<file path="src/hw/rtl/cdo_pkg.sv">
// Shared constants and helpers for the calendar date offset block.
// Action codes, month table and leap rule on the year residue mod 400.
// No dependencies.
`default_nettype none

package cdo_pkg;

  localparam logic [1:0] ACT_LOAD    = 2'd0;
  localparam logic [1:0] ACT_SHIFT   = 2'd1;
  localparam logic [1:0] ACT_PREVIEW = 2'd2;
  localparam logic [1:0] ACT_COMPARE = 2'd3;

  localparam logic [3:0] MON_JAN = 4'd1;
  localparam logic [3:0] MON_FEB = 4'd2;
  localparam logic [3:0] MON_DEC = 4'd12;

  // year mod 400 is split as ((year >> 4) mod 25) * 16 + year[3:0]
  localparam int          XW        = 16;
  localparam int          MUL_SHIFT = 20;
  localparam int          QW        = 2 * XW - MUL_SHIFT;
  localparam logic [15:0] MUL25     = 16'd41943;   // floor(2^20 / 25)
  localparam logic [15:0] DIV25     = 16'd25;

  typedef logic [8:0] ymod_t;

  localparam ymod_t MOD_LAST = 9'd399;

  function automatic logic is_leap(input ymod_t r);
    return (r[1:0] == 2'b00) && (r != 9'd100) && (r != 9'd200) && (r != 9'd300);
  endfunction

  function automatic logic [4:0] month_len(input logic [3:0] m, input logic leap);
    logic [4:0] len;
    len = 5'd0;
    if (m inside {4'd1, 4'd3, 4'd5, 4'd7, 4'd8, 4'd10, 4'd12}) begin
      len = 5'd31;
    end else if (m inside {4'd4, 4'd6, 4'd9, 4'd11}) begin
      len = 5'd30;
    end else if (m == MON_FEB) begin
      len = leap ? 5'd29 : 5'd28;
    end
    return len;
  endfunction

endpackage

`default_nettype wire

</file>
<file path="src/hw/rtl/cdo_front.sv">
// Front end: takes request beats, reduces the year mod 400 and checks loads.
// Emits one packed item per request into the queue. Depends on cdo_pkg.
`default_nettype none

module cdo_front #(
  parameter int YEAR_BITS   = 14,
  parameter int OFFSET_BITS = 21,
  parameter int ITEM_W      = YEAR_BITS + OFFSET_BITS + 21
) (
  input  wire logic                   clk,
  input  wire logic                   rst,
  input  wire logic                   req_valid,
  output logic                        req_stall,
  input  wire logic [1:0]             action,
  input  wire logic [YEAR_BITS-1:0]   in_year,
  input  wire logic [3:0]             in_month,
  input  wire logic [4:0]             in_day,
  input  wire logic [OFFSET_BITS-1:0] day_offset,
  input  wire logic                   q_full,
  output logic                        push,
  output logic [ITEM_W-1:0]           item
);
  import cdo_pkg::*;

  logic                   hold_valid;
  logic [1:0]             h_act;
  logic [YEAR_BITS-1:0]   h_year;
  logic [3:0]             h_month;
  logic [4:0]             h_day;
  logic [OFFSET_BITS-1:0] h_off;
  logic [2*XW-1:0]        h_prod;

  logic          accept;
  logic [XW-1:0] x_in;
  logic [XW-1:0] x_hold;
  logic [QW-1:0] quo;
  logic [XW-1:0] q25;
  logic [XW-1:0] rem;
  logic [XW-1:0] rem_fix;
  ymod_t         ymod;
  logic          load_ok;

  assign push      = hold_valid & ~q_full;
  assign req_stall = hold_valid & q_full;
  assign accept    = req_valid & ~req_stall;

  assign x_in = XW'(in_year >> 4);

  always_ff @(posedge clk) begin
    if (rst) begin
      hold_valid <= 1'b0;
    end else if (accept) begin
      hold_valid <= 1'b1;
    end else if (push) begin
      hold_valid <= 1'b0;
    end
    if (accept) begin
      h_act   <= action;
      h_year  <= in_year;
      h_month <= in_month;
      h_day   <= in_day;
      h_off   <= day_offset;
      h_prod  <= (2*XW)'(x_in) * (2*XW)'(MUL25);
    end
  end

  // quotient may be one short; a single correction fixes the remainder
  assign x_hold  = XW'(h_year >> 4);
  assign quo     = h_prod[2*XW-1:MUL_SHIFT];
  assign q25     = XW'(quo) * DIV25;
  assign rem     = x_hold - q25;
  assign rem_fix = (rem >= DIV25) ? (rem - DIV25) : rem;
  assign ymod    = {rem_fix[4:0], h_year[3:0]};

  assign load_ok = (h_month inside {[4'd1:4'd12]}) && (h_day != 5'd0) &&
                   (h_day <= month_len(h_month, is_leap(ymod)));

  assign item = {h_act, h_year, h_month, h_day, ymod, h_off, load_ok};

endmodule

`default_nettype wire

</file>
<file path="src/hw/rtl/cdo_queue.sv">
// Two-entry queue between front and back end.
// Generic payload width. No dependencies.
`default_nettype none

module cdo_queue #(
  parameter int W = 8
) (
  input  wire logic         clk,
  input  wire logic         rst,
  input  wire logic         push,
  input  wire logic [W-1:0] wdata,
  output logic              full,
  input  wire logic         pop,
  output logic              not_empty,
  output logic [W-1:0]      rdata
);

  logic [W-1:0] mem [2];
  logic         wr_ptr;
  logic         rd_ptr;
  logic [1:0]   count;

  assign full      = (count == 2'd2);
  assign not_empty = (count != 2'd0);
  assign rdata     = mem[rd_ptr];

  always_ff @(posedge clk) begin
    if (rst) begin
      wr_ptr <= 1'b0;
      rd_ptr <= 1'b0;
      count  <= 2'd0;
    end else begin
      if (push) begin
        wr_ptr <= ~wr_ptr;
      end
      if (pop) begin
        rd_ptr <= ~rd_ptr;
      end
      if (push && !pop) begin
        count <= count + 2'd1;
      end else if (pop && !push) begin
        count <= count - 2'd1;
      end
    end
    if (push) begin
      mem[wr_ptr] <= wdata;
    end
  end

endmodule

`default_nettype wire

</file>
<file path="src/hw/rtl/cdo_back.sv">
// Back end: holds the stored date, executes load, compare and the month walk.
// Drives the registered response beat. Depends on cdo_pkg.
`default_nettype none

module cdo_back #(
  parameter int YEAR_BITS   = 14,
  parameter int OFFSET_BITS = 21,
  parameter int ITEM_W      = YEAR_BITS + OFFSET_BITS + 21
) (
  input  wire logic                 clk,
  input  wire logic                 rst,
  input  wire logic                 q_valid,
  input  wire logic [ITEM_W-1:0]    q_item,
  output logic                      pop,
  output logic                      rsp_valid,
  input  wire logic                 rsp_stall,
  output logic [YEAR_BITS-1:0]      out_year,
  output logic [3:0]                out_month,
  output logic [4:0]                out_day,
  output logic                      error,
  output logic                      is_greater,
  output logic                      is_equal
);
  import cdo_pkg::*;

  localparam int DW = OFFSET_BITS + 2;
  localparam logic [YEAR_BITS-1:0] YMAX = {YEAR_BITS{1'b1}};
  localparam logic ST_IDLE = 1'b0;
  localparam logic ST_WALK = 1'b1;

  logic [1:0]             i_act;
  logic [YEAR_BITS-1:0]   i_year;
  logic [3:0]             i_month;
  logic [4:0]             i_day;
  ymod_t                  i_ymod;
  logic [OFFSET_BITS-1:0] i_off;
  logic                   i_ok;

  logic                 state;
  logic [YEAR_BITS-1:0] sy;
  logic [3:0]           sm;
  logic [4:0]           sd;
  ymod_t                symod;

  logic [YEAR_BITS-1:0] wy;
  logic [3:0]           wm;
  ymod_t                wymod;
  logic signed [DW-1:0] wd;
  logic                 fail;
  logic                 w_store;

  logic                 slot_free;
  logic                 walk_done;
  logic                 rsp_load;
  logic signed [DW-1:0] d_init;
  logic [4:0]           len_cur;
  logic [4:0]           len_prev;
  logic                 wrap_back;
  logic [3:0]           pm;
  ymod_t                pymod;
  logic                 fwd;
  logic                 bwd;
  logic [YEAR_BITS-1:0] y_next;
  logic [3:0]           m_next;
  ymod_t                ymod_next;
  logic signed [DW-1:0] d_next;
  logic                 fail_next;

  assign {i_act, i_year, i_month, i_day, i_ymod, i_off, i_ok} = q_item;

  assign slot_free = ~rsp_valid | ~rsp_stall;
  assign pop       = (state == ST_IDLE) & q_valid & slot_free;

  assign walk_done = (state == ST_WALK) & (fail | (~fwd & ~bwd));
  assign rsp_load  = (pop & (i_act inside {ACT_LOAD, ACT_COMPARE})) |
                     (walk_done & slot_free);

  assign d_init = $signed({{(DW-5){1'b0}}, sd}) +
                  $signed({{2{i_off[OFFSET_BITS-1]}}, i_off});

  assign wrap_back = (wm == MON_JAN);
  assign pm        = wrap_back ? MON_DEC : (wm - 4'd1);
  assign pymod     = (wymod == '0) ? MOD_LAST : (wymod - 9'd1);
  assign len_cur   = month_len(wm, is_leap(wymod));
  assign len_prev  = month_len(pm, is_leap(wrap_back ? pymod : wymod));
  assign fwd       = wd > $signed({{(DW-5){1'b0}}, len_cur});
  assign bwd       = wd[DW-1] | (wd == '0);

  always_comb begin
    y_next    = wy;
    m_next    = wm;
    ymod_next = wymod;
    d_next    = wd;
    fail_next = 1'b0;
    if (fwd) begin
      d_next = wd - $signed({{(DW-5){1'b0}}, len_cur});
      if (wm == MON_DEC) begin
        if (wy == YMAX) begin
          fail_next = 1'b1;
        end else begin
          m_next    = MON_JAN;
          y_next    = wy + YEAR_BITS'(1);
          ymod_next = (wymod == MOD_LAST) ? '0 : (wymod + 9'd1);
        end
      end else begin
        m_next = wm + 4'd1;
      end
    end else if (bwd) begin
      if (wrap_back && (wy == '0)) begin
        fail_next = 1'b1;
      end else begin
        m_next    = pm;
        y_next    = wrap_back ? (wy - YEAR_BITS'(1)) : wy;
        ymod_next = wrap_back ? pymod : wymod;
        d_next    = wd + $signed({{(DW-5){1'b0}}, len_prev});
      end
    end
  end

  always_ff @(posedge clk) begin
    if (rst) begin
      state     <= ST_IDLE;
      rsp_valid <= 1'b0;
      sy        <= '0;
      sm        <= MON_JAN;
      sd        <= 5'd1;
      symod     <= '0;
    end else begin
      if (rsp_load) begin
        rsp_valid <= 1'b1;
      end else if (rsp_valid && !rsp_stall) begin
        rsp_valid <= 1'b0;
      end
      case (state)
        ST_IDLE: begin
          if (pop) begin
            if (i_act == ACT_LOAD) begin
              is_greater <= 1'b0;
              is_equal   <= 1'b0;
              if (i_ok) begin
                sy        <= i_year;
                sm        <= i_month;
                sd        <= i_day;
                symod     <= i_ymod;
                out_year  <= i_year;
                out_month <= i_month;
                out_day   <= i_day;
                error     <= 1'b0;
              end else begin
                out_year  <= sy;
                out_month <= sm;
                out_day   <= sd;
                error     <= 1'b1;
              end
            end else if (i_act == ACT_COMPARE) begin
              out_year   <= sy;
              out_month  <= sm;
              out_day    <= sd;
              error      <= 1'b0;
              is_greater <= {sy, sm, sd} > {i_year, i_month, i_day};
              is_equal   <= {sy, sm, sd} == {i_year, i_month, i_day};
            end else begin
              wy      <= sy;
              wm      <= sm;
              wymod   <= symod;
              wd      <= d_init;
              fail    <= 1'b0;
              w_store <= (i_act == ACT_SHIFT);
              state   <= ST_WALK;
            end
          end
        end
        ST_WALK: begin
          if (fail || (!fwd && !bwd)) begin
            if (slot_free) begin
              error      <= fail;
              is_greater <= 1'b0;
              is_equal   <= 1'b0;
              if (fail) begin
                out_year  <= sy;
                out_month <= sm;
                out_day   <= sd;
              end else begin
                out_year  <= wy;
                out_month <= wm;
                out_day   <= wd[4:0];
                if (w_store) begin
                  sy    <= wy;
                  sm    <= wm;
                  sd    <= wd[4:0];
                  symod <= wymod;
                end
              end
              state <= ST_IDLE;
            end
          end else begin
            wy    <= y_next;
            wm    <= m_next;
            wymod <= ymod_next;
            wd    <= d_next;
            fail  <= fail_next;
          end
        end
        default: begin
          state <= ST_IDLE;
        end
      endcase
    end
  end

endmodule

`default_nettype wire

</file>
<file path="src/hw/rtl/calendar_date_day_offset_top.sv">
// Calendar date register with signed day offset: top level.
// Ties front end, item queue and back end together. Depends on cdo_pkg.
//
// Request channel (req_valid/req_stall) carries action, in_year, in_month,
// in_day and day_offset; response channel (rsp_valid/rsp_stall) returns one
// beat per request with out_year, out_month, out_day, error, is_greater and
// is_equal, in request order.
// Front end registers a beat, reduces the year mod 400 and checks loads in the
// next cycle, then drops the item into a two-entry queue.
// Back end executes one item at a time. With nothing ahead, a load or compare
// passes the front-end hold register and the queue, then raises rsp_valid from
// the response register. Shift and preview walk one month per cycle, one step
// per month boundary crossed, and the back end takes no new item until the walk
// ends. Front accepts one beat per cycle while the queue has room.
// A stalled response holds in its output register; the back end then waits,
// the queue fills and req_stall rises.
// Reset clears the queue and response valid and sets the stored date to
// year 0, January 1.
`default_nettype none

module calendar_date_day_offset_top #(
  parameter int YEAR_BITS   = 14,
  parameter int OFFSET_BITS = 21
) (
  input  wire logic                   clk,
  input  wire logic                   rst,
  input  wire logic                   req_valid,
  output logic                        req_stall,
  input  wire logic [1:0]             action,
  input  wire logic [YEAR_BITS-1:0]   in_year,
  input  wire logic [3:0]             in_month,
  input  wire logic [4:0]             in_day,
  input  wire logic [OFFSET_BITS-1:0] day_offset,
  output logic                        rsp_valid,
  input  wire logic                   rsp_stall,
  output logic [YEAR_BITS-1:0]        out_year,
  output logic [3:0]                  out_month,
  output logic [4:0]                  out_day,
  output logic                        error,
  output logic                        is_greater,
  output logic                        is_equal
);

  localparam int ITEM_W = YEAR_BITS + OFFSET_BITS + 21;

  logic              push;
  logic              q_full;
  logic              q_valid;
  logic              pop;
  logic [ITEM_W-1:0] f_item;
  logic [ITEM_W-1:0] q_item;

  cdo_front #(
    .YEAR_BITS   (YEAR_BITS),
    .OFFSET_BITS (OFFSET_BITS),
    .ITEM_W      (ITEM_W)
  ) u_front (
    .clk        (clk),
    .rst        (rst),
    .req_valid  (req_valid),
    .req_stall  (req_stall),
    .action     (action),
    .in_year    (in_year),
    .in_month   (in_month),
    .in_day     (in_day),
    .day_offset (day_offset),
    .q_full     (q_full),
    .push       (push),
    .item       (f_item)
  );

  cdo_queue #(
    .W (ITEM_W)
  ) u_queue (
    .clk       (clk),
    .rst       (rst),
    .push      (push),
    .wdata     (f_item),
    .full      (q_full),
    .pop       (pop),
    .not_empty (q_valid),
    .rdata     (q_item)
  );

  cdo_back #(
    .YEAR_BITS   (YEAR_BITS),
    .OFFSET_BITS (OFFSET_BITS),
    .ITEM_W      (ITEM_W)
  ) u_back (
    .clk        (clk),
    .rst        (rst),
    .q_valid    (q_valid),
    .q_item     (q_item),
    .pop        (pop),
    .rsp_valid  (rsp_valid),
    .rsp_stall  (rsp_stall),
    .out_year   (out_year),
    .out_month  (out_month),
    .out_day    (out_day),
    .error      (error),
    .is_greater (is_greater),
    .is_equal   (is_equal)
  );

endmodule

`default_nettype wire
</file>
<file path="config.mk">
export PLATFORM = sky130hd
export DESIGN_NAME = calendar_date_day_offset_top
export DESIGN_NICKNAME = d
export VERILOG_FILES = /design/src/hw/rtl/cdo_pkg.sv /design/src/hw/rtl/cdo_front.sv /design/src/hw/rtl/cdo_queue.sv /design/src/hw/rtl/cdo_back.sv /design/src/hw/rtl/calendar_date_day_offset_top.sv
export SDC_FILE = /design/constraint.sdc
export NUM_CORES = 1
export LEC_CHECK = 0
export BUFFER_PORTS_ARGS = -buffer_cell sky130_fd_sc_hd__buf_2
export CORE_ASPECT_RATIO = 1.4
export CORE_UTILIZATION = 40
export CTS_CLUSTER_SIZE = 8
export DETAILED_ROUTE_END_ITERATION = 8
export GPL_ROUTABILITY_DRIVEN = 1
export RECOVER_POWER = 100
export SETUP_SLACK_MARGIN = 0.5
export SYNTH_ARGS = -nofsm -noshare
export SYNTH_HDL_FRONTEND = slang
export SYNTH_SLANG_ARGS = --single-unit
</file>
<file path="constraint.sdc">
create_clock -name clk -period 8.5 [get_ports clk]
set_clock_uncertainty 0.05 [all_clocks]
set_input_delay 1.7 -clock clk [delete_from_list [all_inputs] [get_ports clk]]
set_output_delay 1.7 -clock clk [all_outputs]
set_load 0.02 [all_outputs]
</file>
==> impl_results.md <==
* Violations in the final reports: capacitance limit, slew limit
* Area of the multi-input gates at 0.00984 mm2
* Design Area, Final at 0.0207 mm2
* Top cells by count, synth: 234 x sky130_fd_sc_hd__edfxtp_1, 177 x sky130_fd_sc_hd__ha_1, 168 x sky130_fd_sc_hd__inv_1
* Final Non-Filler Cells at 2,483
* Gr ovfl total at 0
* Net switching share of the total power at 0.422
* Number of nets in the layout at 2,117
* Floorplan die height at 258 um
* Num rows at 93
* Switching power at 3.20 mW
* Internal power contribution at 4.38 mW
* Number of optimization iterations in the first detailed-route pass at 5
* CTS tree: yes
* Vias at 13,600
* Setup crit end: u_back.wy[11]$_DFFE_PP_
* Post-Syn Nets at 2,056
* Power density normalized to cell area at 367 mW/mm2
* Util after Layout at 0.449
* Syn avg cell area at 10.6 um2
* Number of register bits inferred by synthesis at 274
* Number of DRC violations after detailed routing at 0
* Filler cells at 4,438
* Layout Area Growth over Synthesis at 10.6%
* Post-DR wirelength/cell at 18.3 um
* Seq/Total Area, Yosys at 0.418
* Category of the critical setup timing path: flop to flop
* LEAKAGE at 8.27 nW
* Count of unique library cells instantiated by Yosys at 78
* Data arrival time at the worst-slack endpoint at 7130 ps
* Final period utilization at 0.828
* Slew margin rel. at -1.62
* Share of Yosys cell area claimed by the top area cell type at 0.375
* Max-cap check violation count at 12
* Effective utilization at floorplan at 0.406
* Number of gates resized after CTS at 0
* Combined area of all synthesized cells at 0.0187 mm2
* Largest area contributor in the netlist: sky130_fd_sc_hd__edfxtp_1
* Worst flop-to-flop path startpoint: u_back.wm[1]$_DFFE_PP_
* Detailed router's first-iteration violation count at 924
* Buffers inserted during post-CTS setup optimization at 0
* Most area-consuming cells after synthesis: sky130_fd_sc_hd__edfxtp_1 38%, sky130_fd_sc_hd__ha_1 12%, sky130_fd_sc_hd__fa_1 6.2%, sky130_fd_sc_hd__dfxtp_1 4.3%, sky130_fd_sc_hd__inv_1 3.4%
* Kind of start point of the critical path: flop
* Horizontal extent of the die at 185 um
* CTS sink cnt at 274
* Post-route antenna net violation count at 0
* Number of clock buffers inserted by TritonCTS at 41
* Maximum number of pins on one net before global-route repair at 91
* Combinational group share of total power at 0.524
* Post-synth EDFFs at 234
* Setup tns final at 0 ps
* CTS root buffer: sky130_fd_sc_hd__clkbuf_16
* CP Data Required Time at 8600 ps
* Clock share of power at 0.201
* Clk Latency, worst-skew pair at 550 ps
* Endpoint of the most critical register-to-register path: u_back.wy[11]$_DFFE_PP_
* Post-route minimum period at 7040 ps
* Maximum number of buffers from clock root to sink at 3
* Register clock-pin slew on the reported worst setup and hold paths at 50 ps
* Run status: finished with violations
* Total number of H-tree levels at 2
* Yosys warning count at 0
* Number of global-route vias before repair at 13,900
* Total design power at 7.59 mW
* Number of setup violations in the final report at 0
* Worst-Margin Slew at 3930 ps
* Global-route total usage across every layer at 0.195
* Primary flip-flop cell chosen by synthesis mapping: sky130_fd_sc_hd__edfxtp_1
* Detailed-placement wirelength estimate at 34.1 mm
* Post-detailed-route via-to-cell ratio at 5.49
* Unrepaired setup endpoints after global routing: false
* Worst reg2reg setup slack at 1460 ps
* Global-route wire length before repair at 73.1 mm
* Hold buffer count at CTS at 0
* Busiest metal layer after global routing: met2
* Post-Route WL at 45.5 mm
* Area taken by flip-flops and latches at 0.00783 mm2
* Global-route track usage on met2 at 0.350
* Ratio of cells with drive above 1 in the final layout at 0.0676
* Achievable Freq at 142 MHz
* Critical path launch point: u_back.wm[1]$_DFFE_PP_
* Core region area at 0.0461 mm2
* Worst setup EP type: flop
* Area enclosed by the die boundary at 0.0477 mm2
* PortBufs at 77
* Initial antenna violation count at 4
* Met1 usage in global routing at 0.233
* Synth async-reset ratio at 0
* Number of endpoints with negative hold slack in the final report at 0
* Worst-path maximum fanout at 10
* Synthesized netlist cell count at 1,771
* Depth of the worst register-to-register path at 25
* Number of max-slew violations in the final report at 467
* Kind of path behind the tightest hold check: flop to flop
* Final WS setup at 1460 ps
* Worst slack on hold paths at 386 ps
* Setup WS pre-CTS at 1600 ps
* Number of instances in the placed design at 2,406
* Dpl cell area at 0.0197 mm2
* I/O pin total at 78
* Most numerous cell in the Yosys netlist: sky130_fd_sc_hd__edfxtp_1
* Met3 capacity usage during global routing at 0.0254
* Part of the power in registers at 0.275
* Routability-driven placement congestion ratio at 0.854
* Largest voltage drop on the vdd net at 0.000201 V
## per-layer routing
metal  wire [um]  part of all wire  vias up
li1            -                 -     6595
met2       23500              0.52      321
met1       18700              0.41     6629
met5          27           0.00059        -
met4        1500             0.033        4
met3        1830             0.040       84
## layout make-up
type	instances	share of cell area
Antenna cell	1	0.000121
Tap cell	617	0.0373
Inverter	170	0.0308
Clock buffer	71	0.0555
Multi-Input combinational cell	1255	0.475
Clock inverter	5	0.00399
Sequential cell	274	0.378
Timing Repair Buffer	90	0.0187
## worst max-delay path, stage by stage (launching register included)
cell	delay (ps)
sky130_fd_sc_hd__edfxtp_1	540
sky130_fd_sc_hd__inv_1	110
sky130_fd_sc_hd__ha_1	270
sky130_fd_sc_hd__nor2_1	130
sky130_fd_sc_hd__a21oi_1	70
sky130_fd_sc_hd__nor2_1	100
sky130_fd_sc_hd__a21oi_1	50
sky130_fd_sc_hd__o2bb2ai_1	340
sky130_fd_sc_hd__a21boi_0	440
sky130_fd_sc_hd__ha_1	270
sky130_fd_sc_hd__o21ai_0	130
sky130_fd_sc_hd__a21boi_0	310
sky130_fd_sc_hd__o21a_1	210
sky130_fd_sc_hd__o22ai_1	170
sky130_fd_sc_hd__a21oi_1	890
sky130_fd_sc_hd__clkinv_1	430
sky130_fd_sc_hd__ha_1	390
sky130_fd_sc_hd__a21o_1	150
sky130_fd_sc_hd__a21oi_1	210
sky130_fd_sc_hd__o21bai_1	90
sky130_fd_sc_hd__a21o_1	200
sky130_fd_sc_hd__a21oi_1	180
sky130_fd_sc_hd__o21ai_0	180
sky130_fd_sc_hd__o41ai_1	450
sky130_fd_sc_hd__xor2_1	180
sky130_fd_sc_hd__mux2i_1	90
## worst min path at each step
stage / start / to / cells after the start
floorplan: u_front.h_off[9]$_DFFE_PP_ / u_queue.mem[0][10]$_DFFE_PP_ / 0
global placement: u_front.h_off[19]$_DFFE_PP_ / u_queue.mem[0][20]$_DFFE_PP_ / 0
detailed placement: u_front.h_off[18]$_DFFE_PP_ / u_queue.mem[1][19]$_DFFE_PP_ / 0
CTS: u_front.h_off[18]$_DFFE_PP_ / u_queue.mem[0][19]$_DFFE_PP_ / 0
global route: u_front.h_off[14]$_DFFE_PP_ / u_queue.mem[1][15]$_DFFE_PP_ / 0
finish: u_front.h_off[19]$_DFFE_PP_ / u_queue.mem[1][20]$_DFFE_PP_ / 0
## power groups by stage
stage               Sequential, mW  Combinational (mW)  Clock, mW
floorplan                     2.02                3.07          0
global placement              2.09                3.89          0
detailed placement            2.10                3.97          0
CTS                           2.08                4.00       1.56
global route                  2.12                4.47       1.61
finish                        2.08                3.98       1.53
## state kept, by name (all words and copies together) (netlist names), 2 cells and up, named ones only
name / cells
u_front.h_prod: 6
u_back.out_day: 5
u_back.wm: 4
u_back.wymod: 9
u_back.sy: 14
u_front.h_off: 21
u_back.sd: 5
u_back.wd: 23
u_front.h_year: 14
u_front.h_day: 5
u_queue.count: 2
u_queue.mem: 104
u_front.h_month: 4
u_back.symod: 9
u_back.out_month: 4
u_back.wy: 14
u_back.sm: 4
u_back.out_year: 14
u_front.h_act: 2
## cells by family after synthesis
kind of cell               count (synthesis)  synth area share
and+or+nand+nor                          481             0.128
AOI/OAI and AO/OA                        383             0.143
DFF                                      274             0.418
buffers and inverters                    242            0.0516
adders and majority gates                235             0.180
muxes                                     79            0.0435
xor gates and xnor gates                  77            0.0360
## layout by cell type, fill, tap and decap left out, drive strengths merged, types with 8 or more instances in the layout
cell type,n
dfxtp,40
xnor2,44
nand2,127
nand2b,12
fa,58
and3,18
a21o,33
buf,32
a221o,15
o211a,10
a221oi,13
nand4,18
a211oi,8
edfxtp,234
nor3b,8
o21a,12
or3,21
inv,169
nand3,44
mux2,19
a31oi,24
o21bai,11
nor3,37
nor2,123
mux2i,60
o211ai,13
nor2b,23
clkbuf,129
o21ai,95
xor2,33
nor4,18
a21oi,82
ha,177
o221ai,9
No activity file was read; power rests on OpenSTA's default activity.
